<file path="config.mk">
export PLATFORM = sky130hd
export DESIGN_NAME = point_in_polygon_ray_cast
export DESIGN_NICKNAME = d
export VERILOG_FILES = /design/src/rtl/core/pipr_pkg.sv /design/src/rtl/core/point_in_polygon_ray_cast.sv /design/src/rtl/core/pipr_edge_eval.sv
export SDC_FILE = /design/constraint.sdc
export NUM_CORES = 2
export LEC_CHECK = 0
export BUFFER_PORTS_ARGS = -buffer_cell sky130_fd_sc_hd__clkbuf_2
export CAP_MARGIN = 20
export CORE_ASPECT_RATIO = 0.5
export CORE_MARGIN = 2
export CORE_UTILIZATION = 50
export DETAILED_ROUTE_END_ITERATION = 10
export PLACE_DENSITY = 0.74
export SYNTH_ARGS = -nofsm -noshare
export SYNTH_HDL_FRONTEND = slang
export SYNTH_HIERARCHICAL = 1
export SYNTH_SLANG_ARGS = --single-unit
</file>
<file path="constraint.sdc">
create_clock -name clk -period 24.1 [get_ports clk]
set_input_delay 1.205 -clock clk [delete_from_list [all_inputs] [get_ports clk]]
set_output_delay 1.205 -clock clk [all_outputs]
set_load 0.05 [all_outputs]
</file>
<file path="src/rtl/core/pipr_pkg.sv">
// Package for the point-in-polygon ray-cast block: widths, reset values
// and the flag bundle that travels from the edge evaluator to the top level.
// Depends on nothing.
`default_nettype none

package pipr_pkg;

  localparam int COORD_WIDTH = 16;
  localparam int TOL_WIDTH   = 16;
  localparam logic [TOL_WIDTH-1:0] TOL_RESET = 16'd1;
  localparam int EDGE_FIELDS = 6;
  localparam int OUT_DATA_WIDTH = 8;

  typedef struct packed {
    logic in_span;
    logic vertical;
    logic dy_pos;
    logic dy_neg;
  } edge_flags_t;

endpackage

`default_nettype wire

</file>
<file path="src/rtl/core/point_in_polygon_ray_cast.sv">
// Top level of the even-odd ray-cast point-in-polygon test.
// Depends on pipr_pkg and pipr_edge_eval.
//
// Feed one polygon edge per transaction together with the query point; mark
// the polygon's final edge with s_tlast. The block takes one edge every
// cycle while its input is not stalled and answers once per polygon, on its
// last edge, with m_tdata[0] high when the point lies inside. An edge passes
// through an input register, a product register (the two cross
// multiplications of the crossing test) and the result register. Only the
// one-bit crossing parity is carried from edge to edge. Edges that produce
// no answer keep flowing while an answer waits to be taken; input stalls
// only when a last edge reaches a full result register. Write
// vertical_tolerance through cfg_wr_en and cfg_wr_data while no polygon is
// in flight; it resets to 1.
`default_nettype none

module point_in_polygon_ray_cast #(
  parameter int CoordWidth = pipr_pkg::COORD_WIDTH
) (
  input  wire logic                                   clk,
  input  wire logic                                   rst,
  input  wire logic                                   cfg_wr_en,
  input  wire logic [pipr_pkg::TOL_WIDTH-1:0]         cfg_wr_data,
  input  wire logic                                   s_tvalid,
  output logic                                        s_tready,
  // query_x, query_y, edge_start_x, edge_start_y, edge_end_x, edge_end_y
  input  wire logic [((pipr_pkg::EDGE_FIELDS*CoordWidth+7)/8)*8-1:0] s_tdata,
  // last_edge
  input  wire logic                                   s_tlast,
  output logic                                        m_tvalid,
  input  wire logic                                   m_tready,
  // inside_res
  output logic [pipr_pkg::OUT_DATA_WIDTH-1:0]         m_tdata
);

  localparam int FieldBits = pipr_pkg::EDGE_FIELDS * CoordWidth;
  localparam int ProdW     = 2 * (CoordWidth + 1);

  logic [pipr_pkg::TOL_WIDTH-1:0] vertical_tolerance;

  logic                 s0_valid;
  logic                 s0_last;
  logic [FieldBits-1:0] s0_data;

  logic                        s1_valid;
  logic                        s1_last;
  pipr_pkg::edge_flags_t       s1_flags;
  logic signed [ProdW-1:0]     s1_prod_a;
  logic signed [ProdW-1:0]     s1_prod_b;

  logic                        crossing_parity;
  logic                        inside_res;

  pipr_pkg::edge_flags_t       eval_flags;
  logic signed [ProdW-1:0]     eval_prod_a;
  logic signed [ProdW-1:0]     eval_prod_b;

  logic out_free;
  logic s1_go;
  logic s1_free;
  logic s0_go;
  logic crosses;

  pipr_edge_eval #(
    .CoordWidth(CoordWidth)
  ) u_eval (
    .query_x      (s0_data[0*CoordWidth +: CoordWidth]),
    .query_y      (s0_data[1*CoordWidth +: CoordWidth]),
    .edge_start_x (s0_data[2*CoordWidth +: CoordWidth]),
    .edge_start_y (s0_data[3*CoordWidth +: CoordWidth]),
    .edge_end_x   (s0_data[4*CoordWidth +: CoordWidth]),
    .edge_end_y   (s0_data[5*CoordWidth +: CoordWidth]),
    .tolerance    (vertical_tolerance),
    .flags        (eval_flags),
    .prod_a       (eval_prod_a),
    .prod_b       (eval_prod_b)
  );

  always_comb begin
    out_free = !m_tvalid || m_tready;
    s1_go    = s1_valid && (!s1_last || out_free);
    s1_free  = !s1_valid || s1_go;
    s0_go    = s0_valid && s1_free;
    s_tready = !s0_valid || s0_go;

    crosses = s1_flags.in_span &&
              (s1_flags.vertical ||
               (s1_flags.dy_pos && (s1_prod_a <= s1_prod_b)) ||
               (s1_flags.dy_neg && (s1_prod_b <= s1_prod_a)));

    m_tdata = {{(pipr_pkg::OUT_DATA_WIDTH-1){1'b0}}, inside_res};
  end

  always_ff @(posedge clk) begin
    if (rst) begin
      vertical_tolerance <= pipr_pkg::TOL_RESET;
    end else if (cfg_wr_en) begin
      vertical_tolerance <= cfg_wr_data;
    end
  end

  // Input register
  always_ff @(posedge clk) begin
    if (rst) begin
      s0_valid <= 1'b0;
    end else if (s_tready) begin
      s0_valid <= s_tvalid;
    end
    if (s_tready && s_tvalid) begin
      s0_data <= s_tdata[FieldBits-1:0];
      s0_last <= s_tlast;
    end
  end

  // Product register
  always_ff @(posedge clk) begin
    if (rst) begin
      s1_valid <= 1'b0;
    end else if (s1_free) begin
      s1_valid <= s0_valid;
    end
    if (s0_go) begin
      s1_last   <= s0_last;
      s1_flags  <= eval_flags;
      s1_prod_a <= eval_prod_a;
      s1_prod_b <= eval_prod_b;
    end
  end

  // Parity and result register
  always_ff @(posedge clk) begin
    if (rst) begin
      crossing_parity <= 1'b0;
      m_tvalid        <= 1'b0;
    end else begin
      if (s1_go && s1_last) begin
        m_tvalid        <= 1'b1;
        crossing_parity <= 1'b0;
      end else begin
        if (m_tvalid && m_tready) begin
          m_tvalid <= 1'b0;
        end
        if (s1_go) begin
          crossing_parity <= crossing_parity ^ crosses;
        end
      end
    end
  end

  always_ff @(posedge clk) begin
    if (s1_go && s1_last) begin
      inside_res <= crossing_parity ^ crosses;
    end
  end

endmodule

`default_nettype wire

</file>
<file path="src/rtl/core/pipr_edge_eval.sv">
// Edge evaluator: span checks, vertical test and the two cross products
// of the even-odd crossing test for one edge. Uses pipr_pkg.
`default_nettype none

module pipr_edge_eval #(
  parameter int CoordWidth = pipr_pkg::COORD_WIDTH
) (
  input  wire logic signed [CoordWidth-1:0]        query_x,
  input  wire logic signed [CoordWidth-1:0]        query_y,
  input  wire logic signed [CoordWidth-1:0]        edge_start_x,
  input  wire logic signed [CoordWidth-1:0]        edge_start_y,
  input  wire logic signed [CoordWidth-1:0]        edge_end_x,
  input  wire logic signed [CoordWidth-1:0]        edge_end_y,
  input  wire logic [pipr_pkg::TOL_WIDTH-1:0]      tolerance,
  output pipr_pkg::edge_flags_t                    flags,
  output logic signed [2*(CoordWidth+1)-1:0]       prod_a,
  output logic signed [2*(CoordWidth+1)-1:0]       prod_b
);

  localparam int DiffW = CoordWidth + 1;
  localparam int ProdW = 2 * DiffW;
  localparam int CmpW  = (DiffW > pipr_pkg::TOL_WIDTH) ? DiffW : pipr_pkg::TOL_WIDTH;

  logic signed [DiffW-1:0]      dx;
  logic signed [DiffW-1:0]      dy;
  logic signed [DiffW-1:0]      rel_x;
  logic signed [DiffW-1:0]      rel_y;
  logic        [DiffW-1:0]      dx_mag;
  logic signed [CoordWidth-1:0] max_x;
  logic signed [CoordWidth-1:0] min_y;
  logic signed [CoordWidth-1:0] max_y;

  always_comb begin
    dx     = DiffW'(edge_end_x) - DiffW'(edge_start_x);
    dy     = DiffW'(edge_end_y) - DiffW'(edge_start_y);
    rel_x  = DiffW'(query_x) - DiffW'(edge_start_x);
    rel_y  = DiffW'(query_y) - DiffW'(edge_start_y);
    dx_mag = dx[DiffW-1] ? DiffW'(-dx) : DiffW'(dx);

    max_x = (edge_start_x < edge_end_x) ? edge_end_x : edge_start_x;
    min_y = (edge_start_y < edge_end_y) ? edge_start_y : edge_end_y;
    max_y = (edge_start_y < edge_end_y) ? edge_end_y : edge_start_y;

    flags.in_span  = (query_y >= min_y) && (query_y <= max_y) && (query_x <= max_x);
    flags.vertical = CmpW'(dx_mag) < CmpW'(tolerance);
    flags.dy_neg   = dy[DiffW-1];
    flags.dy_pos   = !dy[DiffW-1] && (dy != '0);

    prod_a = ProdW'(rel_x) * ProdW'(dy);
    prod_b = ProdW'(rel_y) * ProdW'(dx);
  end

endmodule

`default_nettype wire

</file>
==> out/qor.yml <==
drtAntennaViolNets: 0
topRoutingLayerUsed: "met5"
slew_violations: 0
critPathLaunchType: "flop"
cts_tree: "done"
grt_pass1_vias: 27000
syn_area_um2: 34000
netlist_instances: 3551
synth_cell_types: 81
setup_viol: 0
track_usage: 0.270
post_cts_resized: 0
htreeDepth: 4
cp.arrival_ns: 9.69
firstDrtPassIters: 6
drt-total-wl_mm: 93.2
tightest_slew_ns: 1.16
crit_fanout: 8
wl_per_cell_um: 20.3
post-place-ws_ns: 14.77
cts_buffers: 17
dr_total_vias: 25800
syn_to_final_growth_pct: 7.44
synth_warnings: 6
ys_ff_latch: 191
holdBufCountCts: 0
vias_per_cell: 5.63
hp-class: "flop to flop"
utilization: 0.544
fin_ws_ns: 14.62
post_cts_buffers: 0
grt_antenna_before_repair: 5
yosys_most_used_dff: "edfxtp_1"
finalHoldViolations: 0
crit_required_ns: 24.32
place.gp.congestion: 0.955
synthArstFlopShare: 0
tns_ns: 0
fin_skew_ns: 0.0148
grt_pass1_wl_mm: 147
io_pins: 128
cts_buffer_depth: 2
rsz0062_at_grt: "false"
synth_edf_count: 171
critPathKind: "flop to flop"
antenna-diode-count: 0
portBuffers: 120
rows: 67
clkLatencyLatePin_ns: 0.46
grt_overflow_total: 0
drtIter0Drc: 2081
placed_area_um2: 35900
grt_max_degree: 84
met2_length_mm: 44.4
cts.sinks: 191
cp_slowest_stage_delay_ns: 0.76
cp-end-kind: "flop"
max_freq_mhz: 106
drc_errors: 0
slew_headroom: 0.220
clkTransAtPathRegs_ns: 0.08
cp_slowest_cell: "fa_1"
die_w_um: 373
maxCapViolCount: 0
crit_top_cell: "fa_1"
timing.final.crit_share: 0.393
wl_met1_mm: 37.2
yosysSeqAreaShare: 0.163
initial_utilization: 0.507
dieHeight_um: 188
drive_gt1_frac: 0.0738
wl_met3_mm: 7.83
fin_nets: 4717
finalCriticalPeriod_ns: 9.48
syn_area_per_cell_um2: 9.58
die_area_um2: 70300
status: "finished clean"
core_area_um2: 67100
finalInstanceArea_um2: 36600
dp_hpwl_mm: 76.1
clockRootBuffer: "clkbuf_16"
## stage by stage
step	hold WS, ns	instances
after floorplan	0.400	3557
after global placement	0.400	4540
final	0.426	4581
after detailed placement	0.414	4544
after global routing	0.431	4581
after CTS	0.430	4576
## synth_stat cells (all sizes together), types with 4 or more instances
cell type,number,share of area
nand4,23,0.0046
nand2,367,0.040
o31ai,4,0.00088
or2,12,0.0022
o311ai,9,0.0028
nor2,306,0.034
buf,28,0.0054
o21bai,12,0.0026
xor2,47,0.012
a21o,48,0.011
o21a,31,0.0068
nand2b,48,0.0090
nand3,25,0.0037
a31oi,20,0.0037
and4,5,0.0013
o21ai,80,0.012
and2,45,0.0083
nor2b,50,0.0094
o211ai,9,0.0020
clkbuf,66,0.0073
a21boi,7,0.0015
fa,596,0.35
ha,332,0.12
a31o,8,0.0021
dfxtp,20,0.012
edfxtp,171,0.15
a221oi,8,0.0026
or3,12,0.0022
a211o,6,0.0015
nor3,27,0.0040
mux2i,62,0.018
and3,10,0.0018
a2111oi,4,0.0010
xnor2,115,0.030
a211oi,17,0.0038
nor3b,7,0.0015
inv,746,0.082
a311oi,6,0.0015
a21oi,102,0.015
nor4,14,0.0045
mux2,4,0.0013
o2111ai,6,0.0015
## critical path, delay by kind of cell (launching register included)
family / cells / cell delay, ns
AO/OA/AOI/OAI: 13 / 3.19
XOR/XNOR: 1 / 0.12
adder cells (fa/ha/maj): 9 / 4.14
buffers and inverters: 5 / 0.37
flip-flops: 1 / 0.44
AND/OR/NAND/NOR: 3 / 0.97
## per-layer routing
| metal | track usage | vias to the layer above |
|---|---|---|
| li1 | - | 11400 |
| met1 | 0.364 | 13000 |
| met2 | 0.445 | 1107 |
| met3 | 0.0371 | 224 |
| met4 | 0.108 | 2 |
| met5 | 0 | - |
## placed cells by master, fill, tap and decap left out, drive strengths merged, types with 6 or more instances in the layout
| master | count |
|---|---|
| mux2i | 62 |
| nand4 | 23 |
| a211o | 6 |
| edfxtp | 171 |
| and3 | 10 |
| a21o | 48 |
| o21a | 31 |
| o311ai | 9 |
| nand2b | 48 |
| fa | 596 |
| or2 | 12 |
| nand3 | 25 |
| a21boi | 7 |
| nor3 | 27 |
| a31oi | 20 |
| a311oi | 6 |
| nor2 | 306 |
| nand2 | 367 |
| o2111ai | 6 |
| a211oi | 17 |
| and2 | 45 |
| dfxtp | 20 |
| buf | 69 |
| or3 | 12 |
| o21bai | 12 |
| nor3b | 7 |
| clkbuf | 138 |
| o211ai | 9 |
| conb | 7 |
| o21ai | 80 |
| a221oi | 8 |
| inv | 752 |
| xor2 | 47 |
| a31o | 8 |
| a21oi | 102 |
| xnor2 | 115 |
| nor2b | 50 |
| nor4 | 14 |
| ha | 332 |
## sequential cells by signal, summed over array words and instances (netlist names), 4 cells and up
register            flops
s1_prod_b              34
s0_data                96
vertical_tolerance     16
s1_flags                4
s1_prod_a              34
## worst paths after layout
| path | start | endpoint | slack, ns | cells after the start |
|---|---|---|---|---|
| min | s0_last$_DFFE_PP_ | s1_last$_DFFE_PP_ | 0.43 | 0 |
| max | s0_data[48]$_DFFE_PP_ | s1_prod_b[33]$_DFFE_PP_ | 14.62 | 31 |
| min reg2reg | s0_last$_DFFE_PP_ | s1_last$_DFFE_PP_ | 0.43 | 0 |
| max reg2reg | s0_data[48]$_DFFE_PP_ | s1_prod_b[33]$_DFFE_PP_ | 14.62 | 31 |
## layout make-up
type                            count  area [um^2]
Timing Repair Buffer              189         1140
Multi-Input combinational cell   2525        25400
Inverter                          747         2800
Fill cell                        5893        30600
Sequential cell                   191         5540
Tap cell                          897         1120
Clock inverter                     14          129
Clock buffer                       18          429
## cell families (layout without fill, tap and decap cells)
logic type	Yosys count	count (layout)	share of synthesized area
AND/OR/NAND/NOR	962	962	0.129
adder cells (fa/ha/maj)	928	928	0.473
buffers and inverters	841	968	0.0951
AO/OA/AOI/OAI	400	400	0.0785
flip-flops	191	191	0.163
XOR/XNOR	162	162	0.0419
multiplexers	66	66	0.0196
other	1	7	0.000110
Power is left out: the tool's default activity adds up to more than one toggle a clock period on the data nets, which glitch-free logic cannot reach.
